[src/hw/rtl/wdps_pkg.sv]
// Shared constants and types for the wet-day precipitation spreader.
`default_nettype none

package wdps_pkg;

   // longest month that the spreading rule handles; longer lengths clamp to it
   localparam int unsigned MAX_PERIOD = 31;

   // mode register codes
   localparam logic [1:0] MODE_PASS = 2'd0;
   localparam logic [1:0] MODE_WET  = 2'd1;
   localparam logic [1:0] MODE_FRAC = 2'd2;

   // status from the wet-day checker
   typedef struct packed {
      logic busy;
      logic wet;
   } wdps_wet_status_type;

endpackage

`default_nettype wire

[src/hw/rtl/wdps_wet_check.sv]
// Wet-day checker: steps through the event positions one per cycle.
`default_nettype none

module wdps_wet_check (
   input  wire logic                       clock,
   input  wire logic                       reset,
   input  wire logic                       start,
   input  wire logic [4:0]                 len,
   input  wire logic [4:0]                 cnt,
   input  wire logic [4:0]                 day,
   output wdps_pkg::wdps_wet_status_type   status
);

   logic [4:0]  ecnt_ff, ecnt_in;
   logic        hit_ff, hit_in;
   logic        inv_ff, inv_in;
   logic        even_ff, even_in;
   logic [11:0] x2_ff, x2_in;
   logic [11:0] step_ff, step_in;
   logic [11:0] lo_ff, lo_in;
   logic [11:0] hi_ff, hi_in;

   // setup on start, then one position test per cycle
   always_comb begin
      logic [4:0]  half;
      logic        inv;
      logic [4:0]  n;
      logic [5:0]  n2;
      logic [5:0]  dm1;
      logic [5:0]  dp1;
      logic        match;
      half  = len >> 1;
      inv   = cnt > half;
      n     = inv ? (len - cnt) : cnt;
      n2    = {n, 1'b0};
      dm1   = {day, 1'b0} - 6'd1;
      dp1   = {day, 1'b1};
      match = ((x2_ff > lo_ff) && (x2_ff < hi_ff)) ||
              (((x2_ff == lo_ff) || (x2_ff == hi_ff)) && even_ff);

      ecnt_in = ecnt_ff;
      hit_in  = hit_ff;
      inv_in  = inv_ff;
      even_in = even_ff;
      x2_in   = x2_ff;
      step_in = step_ff;
      lo_in   = lo_ff;
      hi_in   = hi_ff;

      if (start) begin
         // no positions to test when the reduced count is zero (every day wet)
         ecnt_in = (n == 5'd0) ? 5'd0 : day;
         hit_in  = 1'b0;
         inv_in  = inv;
         even_in = ~day[0];
         x2_in   = {6'd0, len, 1'b0};
         step_in = {5'd0, len, 2'b00};
         lo_in   = 12'(12'(dm1) * 12'(n2));
         hi_in   = 12'(12'(dp1) * 12'(n2));
      end else if (ecnt_ff != 5'd0) begin
         // twice the position L*(2e+1)/(2n), tested against day +/- one half
         if (match) begin
            hit_in = 1'b1;
         end
         x2_in   = x2_ff + step_ff;
         ecnt_in = ecnt_ff - 5'd1;
      end
   end

   always_ff @(posedge clock) begin
      if (reset) begin
         ecnt_ff <= 5'd0;
         hit_ff  <= 1'b0;
         inv_ff  <= 1'b0;
      end else begin
         ecnt_ff <= ecnt_in;
         hit_ff  <= hit_in;
         inv_ff  <= inv_in;
      end
      even_ff <= even_in;
      x2_ff   <= x2_in;
      step_ff <= step_in;
      lo_ff   <= lo_in;
      hi_ff   <= hi_in;
   end

   assign status.busy = ecnt_ff != 5'd0;
   assign status.wet  = hit_ff ^ inv_ff;

endmodule

`default_nettype wire

[src/hw/rtl/wet_day_precip_spreader_top.sv]
// Top level of the wet-day precipitation spreader.
// Usage:
//  - req_ channel: one word per grid cell and day (amount, month length, day,
//    wet-day count, daily fraction and their missing flags).
//  - rsp_ channel: one word per request: daily amount, wet-day flag, missing flag.
//  - csr_ channel: writes the 2-bit mode register (reset value: spreading).
//    csr_ready is always high; write only while no request is in flight.
//  - One request is worked at a time; req_ready is high while idle.
//  - Path from acceptance to rsp_valid: pass through, a zero count and a
//    missing fraction-mode input go straight to the rounding step; fraction
//    scaling runs the bit-serial multiply, then rounds; a wet day in spreading
//    mode runs the bit-serial multiply, during which the day checker steps
//    through up to 31 event positions, then a bit-serial divide and the
//    rounding step. A dry day skips the divide. Requests do not overlap in the datapath.
//  - The result sits in an output register, so the next request is taken
//    while the last result waits; a finished result holds in the rounding
//    step until the output register frees up.
//  - Reset is synchronous and clears the handshakes and sets mode to spreading.
`default_nettype none

module wet_day_precip_spreader_top (
   input  wire logic        clock,
   input  wire logic        reset,
   // request channel
   input  wire logic        req_valid,
   output logic             req_ready,
   input  wire logic [31:0] req_amount,
   input  wire logic        req_amount_missing,
   input  wire logic [4:0]  req_period_length,
   input  wire logic [4:0]  req_day_number,
   input  wire logic [4:0]  req_event_count,
   input  wire logic        req_count_missing,
   input  wire logic [15:0] req_day_fraction,
   input  wire logic        req_fraction_missing,
   // response channel
   output logic             rsp_valid,
   input  wire logic        rsp_ready,
   output logic [31:0]      rsp_daily_amount,
   output logic             rsp_is_event,
   output logic             rsp_out_missing,
   // register write channel
   input  wire logic        csr_valid,
   output logic             csr_ready,
   input  wire logic [1:0]  csr_wdata
);

   typedef enum logic [1:0] {ST_IDLE, ST_MUL, ST_DIV, ST_FIN} state_type;

   state_type   state_ff, state_in;
   logic [1:0]  mode_ff, mode_in;
   logic [5:0]  cyc_ff, cyc_in;
   logic [31:0] amt_ff, amt_in;
   logic [20:0] mult_ff, mult_in;
   logic [52:0] p_ff, p_in;
   logic [4:0]  rem_ff, rem_in;
   logic [4:0]  dvs_ff, dvs_in;
   logic        kind_ff, kind_in;
   logic        zero_ff, zero_in;
   logic        ev_ff, ev_in;
   logic        miss_ff, miss_in;
   logic        rsp_valid_ff, rsp_valid_in;
   logic [31:0] rsp_amt_ff, rsp_amt_in;
   logic        rsp_ev_ff, rsp_ev_in;
   logic        rsp_miss_ff, rsp_miss_in;

   logic        accept;
   logic [4:0]  len_c;
   logic [4:0]  cnt_c;
   logic        chk_start;
   wdps_pkg::wdps_wet_status_type chk_status;

   assign req_ready = state_ff == ST_IDLE;
   assign csr_ready = 1'b1;
   assign accept    = req_valid && req_ready;

   // repaired length and count
   always_comb begin
      logic [4:0] cnt_fix;
      if (int'(req_period_length) > wdps_pkg::MAX_PERIOD) begin
         len_c = 5'(wdps_pkg::MAX_PERIOD);
      end else begin
         len_c = req_period_length;
      end
      cnt_fix = req_count_missing ? 5'd31 : req_event_count;
      cnt_c   = (cnt_fix > len_c) ? len_c : cnt_fix;
   end

   assign chk_start = accept && (mode_ff == wdps_pkg::MODE_WET) && (cnt_c != 5'd0);

   wdps_wet_check u_wet_check (
      .clock  (clock),
      .reset  (reset),
      .start  (chk_start),
      .len    (len_c),
      .cnt    (cnt_c),
      .day    (req_day_number),
      .status (chk_status)
   );

   // sequencer and serial datapath
   always_comb begin
      logic [21:0] sum;
      logic [5:0]  part;
      logic        ge;
      logic [36:0] q;
      logic        inc;
      logic [37:0] rnd;
      logic        out_free;

      state_in     = state_ff;
      mode_in      = mode_ff;
      cyc_in       = cyc_ff;
      amt_in       = amt_ff;
      mult_in      = mult_ff;
      p_in         = p_ff;
      rem_in       = rem_ff;
      dvs_in       = dvs_ff;
      kind_in      = kind_ff;
      zero_in      = zero_ff;
      ev_in        = ev_ff;
      miss_in      = miss_ff;
      rsp_valid_in = rsp_valid_ff && !rsp_ready;
      rsp_amt_in   = rsp_amt_ff;
      rsp_ev_in    = rsp_ev_ff;
      rsp_miss_in  = rsp_miss_ff;
      out_free     = !rsp_valid_ff || rsp_ready;

      // multiply step: add the multiplier when the amount bit is set, retire one bit
      sum = {1'b0, p_ff[52:32]} + (amt_ff[0] ? {1'b0, mult_ff} : 22'd0);

      // restoring divide step on the low 37 product bits
      part = {rem_ff, p_ff[36]};
      ge   = part >= {1'b0, dvs_ff};

      // round half to even and saturate
      if (kind_ff) begin
         q   = p_ff[52:16];
         inc = (p_ff[15:0] > 16'h8000) || ((p_ff[15:0] == 16'h8000) && q[0]);
      end else begin
         q   = p_ff[36:0];
         inc = ({rem_ff, 1'b0} > {1'b0, dvs_ff}) ||
               (({rem_ff, 1'b0} == {1'b0, dvs_ff}) && q[0]);
      end
      rnd = {1'b0, q} + {37'd0, inc};

      if (csr_valid) begin
         mode_in = csr_wdata;
      end

      case (state_ff)
         ST_IDLE: begin
            if (accept) begin
               cyc_in  = 6'd0;
               p_in    = 53'd0;
               rem_in  = 5'd0;
               dvs_in  = 5'd1;
               kind_in = 1'b0;
               zero_in = 1'b0;
               ev_in   = 1'b0;
               miss_in = 1'b0;
               case (mode_ff)
                  wdps_pkg::MODE_WET: begin
                     amt_in  = req_amount_missing ? 32'd0 : req_amount;
                     mult_in = {16'd0, len_c};
                     dvs_in  = cnt_c;
                     if (cnt_c == 5'd0) begin
                        zero_in  = 1'b1;
                        state_in = ST_FIN;
                     end else begin
                        state_in = ST_MUL;
                     end
                  end
                  wdps_pkg::MODE_FRAC: begin
                     amt_in  = req_amount;
                     mult_in = 21'(21'(req_day_fraction) * 21'(len_c));
                     kind_in = 1'b1;
                     if (req_amount_missing || req_fraction_missing) begin
                        zero_in  = 1'b1;
                        miss_in  = 1'b1;
                        state_in = ST_FIN;
                     end else begin
                        state_in = ST_MUL;
                     end
                  end
                  default: begin
                     // pass through: the amount rides the low product bits
                     p_in     = {21'd0, req_amount};
                     state_in = ST_FIN;
                  end
               endcase
            end
         end
         ST_MUL: begin
            p_in   = {sum[21:1], sum[0], p_ff[31:1]};
            amt_in = {1'b0, amt_ff[31:1]};
            cyc_in = cyc_ff + 6'd1;
            if (cyc_ff == 6'd31) begin
               cyc_in = 6'd0;
               if (mode_ff == wdps_pkg::MODE_WET) begin
                  if (chk_status.wet && !chk_status.busy) begin
                     ev_in    = 1'b1;
                     state_in = ST_DIV;
                  end else begin
                     zero_in  = 1'b1;
                     state_in = ST_FIN;
                  end
               end else begin
                  state_in = ST_FIN;
               end
            end
         end
         ST_DIV: begin
            rem_in       = ge ? 5'(part - {1'b0, dvs_ff}) : part[4:0];
            p_in[36:0]   = {p_ff[35:0], ge};
            cyc_in       = cyc_ff + 6'd1;
            if (cyc_ff == 6'd36) begin
               state_in = ST_FIN;
            end
         end
         ST_FIN: begin
            if (out_free) begin
               rsp_valid_in = 1'b1;
               rsp_ev_in    = ev_ff;
               rsp_miss_in  = miss_ff;
               if (zero_ff) begin
                  rsp_amt_in = 32'd0;
               end else if (rnd[37:32] != 6'd0) begin
                  rsp_amt_in = 32'hFFFF_FFFF;
               end else begin
                  rsp_amt_in = rnd[31:0];
               end
               state_in = ST_IDLE;
            end
         end
         default: begin
            state_in = ST_IDLE;
         end
      endcase
   end

   // state and registered outputs
   always_ff @(posedge clock) begin
      if (reset) begin
         state_ff     <= ST_IDLE;
         mode_ff      <= wdps_pkg::MODE_WET;
         cyc_ff       <= 6'd0;
         rsp_valid_ff <= 1'b0;
      end else begin
         state_ff     <= state_in;
         mode_ff      <= mode_in;
         cyc_ff       <= cyc_in;
         rsp_valid_ff <= rsp_valid_in;
      end
      amt_ff      <= amt_in;
      mult_ff     <= mult_in;
      p_ff        <= p_in;
      rem_ff      <= rem_in;
      dvs_ff      <= dvs_in;
      kind_ff     <= kind_in;
      zero_ff     <= zero_in;
      ev_ff       <= ev_in;
      miss_ff     <= miss_in;
      rsp_amt_ff  <= rsp_amt_in;
      rsp_ev_ff   <= rsp_ev_in;
      rsp_miss_ff <= rsp_miss_in;
   end

   assign rsp_valid        = rsp_valid_ff;
   assign rsp_daily_amount = rsp_amt_ff;
   assign rsp_is_event     = rsp_ev_ff;
   assign rsp_out_missing  = rsp_miss_ff;

endmodule

`default_nettype wire

[config.mk]
export PLATFORM = sky130hd
export DESIGN_NAME = wet_day_precip_spreader_top
export DESIGN_NICKNAME = d
export VERILOG_FILES = /design/src/hw/rtl/wdps_pkg.sv /design/src/hw/rtl/wdps_wet_check.sv /design/src/hw/rtl/wet_day_precip_spreader_top.sv
export SDC_FILE = /design/constraint.sdc
export NUM_CORES = 1
export LEC_CHECK = 0
export BUFFER_PORTS_ARGS = -buffer_cell sky130_fd_sc_hd__buf_2
export CAP_MARGIN = 20
export CORE_MARGIN = 4
export CORE_UTILIZATION = 25
export DETAILED_ROUTE_END_ITERATION = 7
export GPL_ROUTABILITY_DRIVEN = 0
export PLACE_DENSITY_LB_ADDON = 0.05
export SLEW_MARGIN = 40
export SYNTH_ARGS = -nofsm -noshare
export SYNTH_HDL_FRONTEND = slang
export SYNTH_SLANG_ARGS = --single-unit
[constraint.sdc]
create_clock -name clock -period 14 [get_ports clock]
set_clock_uncertainty 0.2 [all_clocks]
set_input_delay 1.4 -clock clock [delete_from_list [all_inputs] [get_ports clock]]
set_output_delay 1.4 -clock clock [all_outputs]
set_load 0.1 [all_outputs]
* Word level (Yosys, flattened, before mapping)
Cells that the tools add are included.
W data, S select, Z words.
** Operators by class
- Add/subtract/negate cells :: 8
- Multipliers :: 3
- Order comparisons :: 7
- Equal/unequal tests :: 19
- Mux-type cells :: 53
- Bitwise operators :: 2
- Reduce and logical (&&, ||, !) cells :: 42
** Operator list (number)
- $mux W32 :: 4
- $pmux W32 S2 :: 2
- $pmux W37 S3 :: 1
- $mux W53 :: 1
- $pmux W21 S2 :: 1
- $mux W5 :: 8
- $add A37 B1 Y38 :: 1
- $mux W37 :: 1
- $pmux W16 S2 :: 1
- $eq A12 B12 Y1 :: 2
- $mux W6 :: 4
- $add A21 B21 Y22 :: 1
- $mul A6 B5 Y11 :: 2
- $mul A16 B5 Y21 :: 1
- $mux W21 :: 1
- $pmux W6 S3 :: 1
- $eq A16 B16 Y1 const B :: 1
- $gt A16 B16 Y1 const B :: 1
- $mux W1 :: 15
- $mux W2 :: 7
- $add A12 B7 Y12 :: 1
- $gt A12 B12 Y1 :: 1
- $lt A12 B12 Y1 :: 1
- $ne A2 B2 Y1 const B :: 6
- 35 further kinds :: 69
** Word-level totals
- Register bits :: 212
- Bits of input ports :: 73
- Output and inout bits :: 37
- Word-level logic and storage cells :: 160

* Logic depth before layout (Yosys ltp)
- Word-level depth :: 8
- Depth in mapped cells :: 33

* Hierarchy
A second synthesis with hierarchy kept.
** Unflattened totals
- Cell total of the unflattened synthesis :: 1686
- Area total of the unflattened synthesis :: 17067.6 sq um
** Modules (own cells, without submodules)
- wet_day_precip_spreader_top :: instances 1, cells an instance 1203, area each 12424.4 sq um, sequential area each 4844.6 sq um
- wdps_wet_check :: instances 1, cells an instance 483, area each 4643.2 sq um, sequential area each 1221.2 sq um

* Worst setup path after synthesis
No wires, ideal clock.
- Kind :: input port to flip-flop
- From :: input port req_event_count[1]
- To :: register u_wet_check.hi_ff[11] (data pin)
- Setup time :: 258 ps
- Arrival time :: 7730 ps
- Required time :: 13542 ps
- Slack :: 5813 ps
- Cell stages on the path :: 29
- Path buffers :: 0
- Path through :: or2_2 ha_1 nor2b_1 o21a_1 o21ai_0 a21oi_1 mux2i_1 inv_1 ha_1 nor2b_1 o21a_1 o21a_1 o21ai_0 nand2_1 mux2i_1 clkinv_1 nand2_1 fa_1 fa_1 fa_1 inv_1 ha_1 a21oi_1 o21ai_0 a21oi_1 o21bai_1 a21o_1 a21oi_1 xnor2_1
** On the way
- Cells in the longest elaborated chain, start to end :: 6
- Elaborated cells between the ends (all ways) :: 7
- Classes of those cells :: 1 x add/sub; 1 x mul; 2 x order compare; 3 x mux
** Ends and longest elaborated chain
- start, declared :: RTL line wet_day_precip_spreader_top.sv:31 : input wire logic [4:0] req_event_count,
- $mux W5 (*) :: RTL line wet_day_precip_spreader_top.sv:84 : cnt_fix = req_count_missing ? 5'd31 : req_event_count;
- $gt A5 B5 Y1 :: RTL line wet_day_precip_spreader_top.sv:85 : cnt_c = (cnt_fix > len_c) ? len_c : cnt_fix;
- $mux W5 (*) :: RTL line wet_day_precip_spreader_top.sv:85
- via cnt_c[1] :: RTL line wet_day_precip_spreader_top.sv:68 : logic [4:0] cnt_c;
- $sub A5 B5 Y5 / $gt A5 B4 Y1 (equally long branches) :: RTL line wdps_wet_check.sv:34, wdps_wet_check.sv:33
- $mux W5 (*) :: RTL line wdps_wet_check.sv:34 : n = inv ? (len - cnt) : cnt;
- $mul A6 B5 Y11 (*) :: RTL line wdps_wet_check.sv:59 : hi_in = 12'(12'(dp1) * 12'(n2));
- end signal, assigned :: RTL line wdps_wet_check.sv:84 : hi_ff <= hi_in;
- end, declared :: RTL line wdps_wet_check.sv:21 : logic [11:0] hi_ff, hi_in;
Mark *: on every way through the listed nets, which the timed path passes. The rest lies on a longest branch.
A chain may end at the register's enable or synchronous reset.

* Final worst setup path
- From :: input port req_period_length[1]
- To :: register u_wet_check.lo_ff[11] (data pin)
** On the way
- Cells in the longest elaborated chain, start to end :: 5
- Elaborated cells between the ends (all ways) :: 6
- Classes of those cells :: 1 x add/sub; 1 x mul; 2 x order compare; 2 x mux
** Ends and longest elaborated chain
- start, declared :: RTL line wet_day_precip_spreader_top.sv:29 : input wire logic [4:0] req_period_length,
- $gt A5 B5 Y1 :: RTL line wet_day_precip_spreader_top.sv:85
- $mux W5 (*) :: RTL line wet_day_precip_spreader_top.sv:85
- via cnt_c[1] :: RTL line wet_day_precip_spreader_top.sv:68
- $sub A5 B5 Y5 / $gt A5 B4 Y1 (equally long branches) :: RTL line wdps_wet_check.sv:34, wdps_wet_check.sv:33
- $mux W5 (*) :: RTL line wdps_wet_check.sv:34
- $mul A6 B5 Y11 (*) :: RTL line wdps_wet_check.sv:58 : lo_in = 12'(12'(dm1) * 12'(n2));
- end signal, assigned :: RTL line wdps_wet_check.sv:83 : lo_ff <= lo_in;
- end, declared :: RTL line wdps_wet_check.sv:20 : logic [11:0] lo_ff, lo_in;
Marked as above.

==> results.toml <==
[status]
status = "complete, no violations"

[cts]
clock_sinks = 210
htree_levels = 1
cts_hold_buf = 0
cts_root_buf = "clkbuf_16"
postCtsSetupBuffers = 0
clockBufferDepth = 3
clk_latency_ps = 570
numCtsBuffers = 28
cts_resized = 0
clk_pin_slew_worst_paths_ps = 60
cts_tree = "built"

[route]
ant_nets = 0
routedWlPerCell_um = 18.8
via_per_inst = 4.74
wirelength_um = 50000
num_vias = 12652
drtPass1Iterations = 4
drc_errors = 0
drt_iter0_markers = 606

[floorplan]
die_height_um = 267
die_area_sq_mm = 0.0715
die_x_um = 267
core_sq_mm = 0.0662
row_count = 94
ios = 110
start_util_pct = 25.4

[critical_path]
regToRegStartpoint = "dvs_ff[1]$_SDFFCE_PN0P_"
crit_required_ps = 14100
cp-end-kind = "flop"
rr_endpoint = "rsp_daily_amount[20]$_SDFFCE_PP0P_"
crit_type = "input port to flop"
crit_path_start_kind = "input port"
cp_top_family = "adder cells"
crit_arrival_ps = 9120
cp_slowest_cell = "mux2i_1"
path_buf_inv = 5
ff2ff_path_depth = 17
path_max_fanout = 22
crit_top_cell = "a21oi_1"
reg2reg_slack_ps = 9270
cpPeakStageDelay_ps = 560

[timing]
finalCritPeriodShare_pct = 64.4
tightest_slew_ps = 745
fin_setup_tns_ps = 0
rsz0062_at_grt = "false"
hold_viol_final = 0
setup_viol = 0
drv_slew = 0
max_freq_mhz = 111
final.min_clock_period_ps = 9020
slew_headroom_pct = 50.2

[yosys]
ys_warn_count = 0
synth_edf_count = 186
synth_cells = 1697
syn_avg_cell_area_sq_um = 9.91
synthFlopType = "edfxtp_1"
ys_types = 84
async_reset_ff_share_pct = 0
yosysSeqAreaShare_pct = 36.1
ys_ff_latch = 210
syn_area_sq_mm = 0.0168
syn_nets = 1985

[final_layout]
fillers = 7009
drive_gt1_share_pct = 12.1
nNetsFinal = 2070
antennaDiodeCount = 0
final_common_cell = "edfxtp_1"
syn_to_final_growth_pct = 14.3
layout_common_cells = "edfxtp_1 (186), inv_1 (148), nand2_1 (147)"

[global_route]
grt_pass1_vias = 13005
grt_usage_pct = 13.8
grt_max_degree = 79
grt_antenna_before_repair = 0
grt-ovfl-total = 0
grt_pass1_wl_um = 77900

[min_path]
hp-start = "miss_ff$_SDFFCE_PN0P_"
hold_depth = 0
min_to = "rsp_out_missing$_DFFE_PP_"
hold_path.class = "flop to flop"

[placement]
dp_hpwl_um = 38300
portBuffers = 108

[power]
finalPower_mw = 4.02
peakVddDrop_mv = 0.129
powerDensity_mw_per_mm2 = 209
p_leak_nw = 8.00

[run]
maxCapViolCount = 0
-- sequential cells by signal, indices dropped and copies added (netlist names), 5 cells and up --
name,cells
dvs_ff,5
cyc_ff,6
u_wet_check.ecnt_ff,5
rem_ff,5
mult_ff,21
u_wet_check.x2_ff,11
u_wet_check.lo_ff,10
u_wet_check.hi_ff,11
u_wet_check.step_ff,5
p_ff,53
amt_ff,32
rsp_daily_amount,32
-- synthesized netlist by cell type (all sizes together) (5+ instances only) --
master | count | area, sq um
nor2 | 126 | 473
fa | 70 | 1400
or2 | 6 | 37.5
o21bai | 11 | 82.6
nand2 | 147 | 552
a31o | 6 | 52.6
mux2 | 17 | 191
nand3 | 26 | 130
xnor2 | 58 | 508
nand3b | 7 | 65.1
o21a | 14 | 105
a22oi | 8 | 60.1
ha | 145 | 1810
and4 | 5 | 43.8
clkbuf | 49 | 184
a22o | 79 | 692
o211ai | 8 | 60.1
and2 | 77 | 482
xor2 | 39 | 342
and3 | 10 | 62.6
nor3 | 19 | 95.1
buf | 22 | 138
edfxtp | 186 | 5590
nand2b | 15 | 93.8
a31oi | 5 | 31.3
nand4b | 5 | 73.8
dfxtp | 24 | 480
mux2i | 30 | 300
a21oi | 106 | 542
nor4 | 10 | 68.8
nor2b | 24 | 150
nand4 | 22 | 153
a211oi | 9 | 80.1
or3 | 6 | 37.5
o21ai | 73 | 365
a21o | 21 | 158
nor3b | 7 | 52.6
inv | 149 | 559
-- how the worst max path moves through the flow --
stage,startpoint,to,slack (ps),cells past startpoint
after global placement,req_period_length[1],u_wet_check.lo_ff[11]$_DFFE_PP_,4570,31
after floorplan,req_event_count[1],u_wet_check.hi_ff[11]$_DFFE_PP_,5810,29
after global routing,req_period_length[1],u_wet_check.lo_ff[11]$_DFFE_PP_,4320,31
after CTS,req_period_length[1],u_wet_check.lo_ff[11]$_DFFE_PP_,4900,31
final,req_period_length[1],u_wet_check.lo_ff[11]$_DFFE_PP_,4980,31
after detailed placement,req_period_length[1],u_wet_check.lo_ff[11]$_DFFE_PP_,4330,31
-- power breakdown --
part	switching (mW)	leakage, nW	internal [mW]	total, mW
sequential	0.249	2.01	1.02	1.27
clock	0.285	0.416	0.389	0.674
combinational	1.25	5.58	0.814	2.07
-- routing by layer --
metal	wire [um]	track usage (%)	part of all wire, %	vias to the layer above
li1	-	-	-	6229
met1	23500	18.8	47	6151
met2	23600	23.6	47	212
met3	1760	1.66	3.5	60
met4	1230	3.18	2.5	0
met5	0	0	0	-
-- cell type report --
type	instances	area, sq um	share of cell area, %
Timing Repair Buffer	126	734	3.82
Clock buffer	34	733	3.81
Multi-Input combinational cell	1265	9920	51.6
Clock inverter	17	121	0.631
Inverter	151	567	2.95
Sequential cell	210	6070	31.6
Tap cell	864	1080	5.62
-- logic make-up (layout without fill, tap and decap cells) --
family          Yosys count  after routing  share of synthesized area [%]
fa+ha+maj               215            215                           19.1
xor+xnor                 97             97                           5.05
flops                   210            210                           36.1
simple gates            520            520                           15.7
buf+inv                 222            328                           5.28
other cells               1              1                         0.0223
compound gates          385            385                           15.8
mux                      47             47                           2.92
-- through the flow --
| step | instances | instance area [sq um] | utilization, % | hold slack (ps) | worst slack (ps) |
|---|---|---|---|---|---|
| after detailed placement | 2616 | 18400 | 27.7 | 207 | 4330 |
| final | 2667 | 19200 | 29.0 | 218 | 4980 |
| after global placement | 2612 | 18300 | 27.6 | 206 | 4570 |
| after CTS | 2667 | 19200 | 29.0 | 222 | 4900 |
| after floorplan | 1697 | 16800 | - | 200 | 5810 |
| after global routing | 2667 | 19200 | 29.0 | 228 | 4320 |
(Power assumes the default switching activity.)
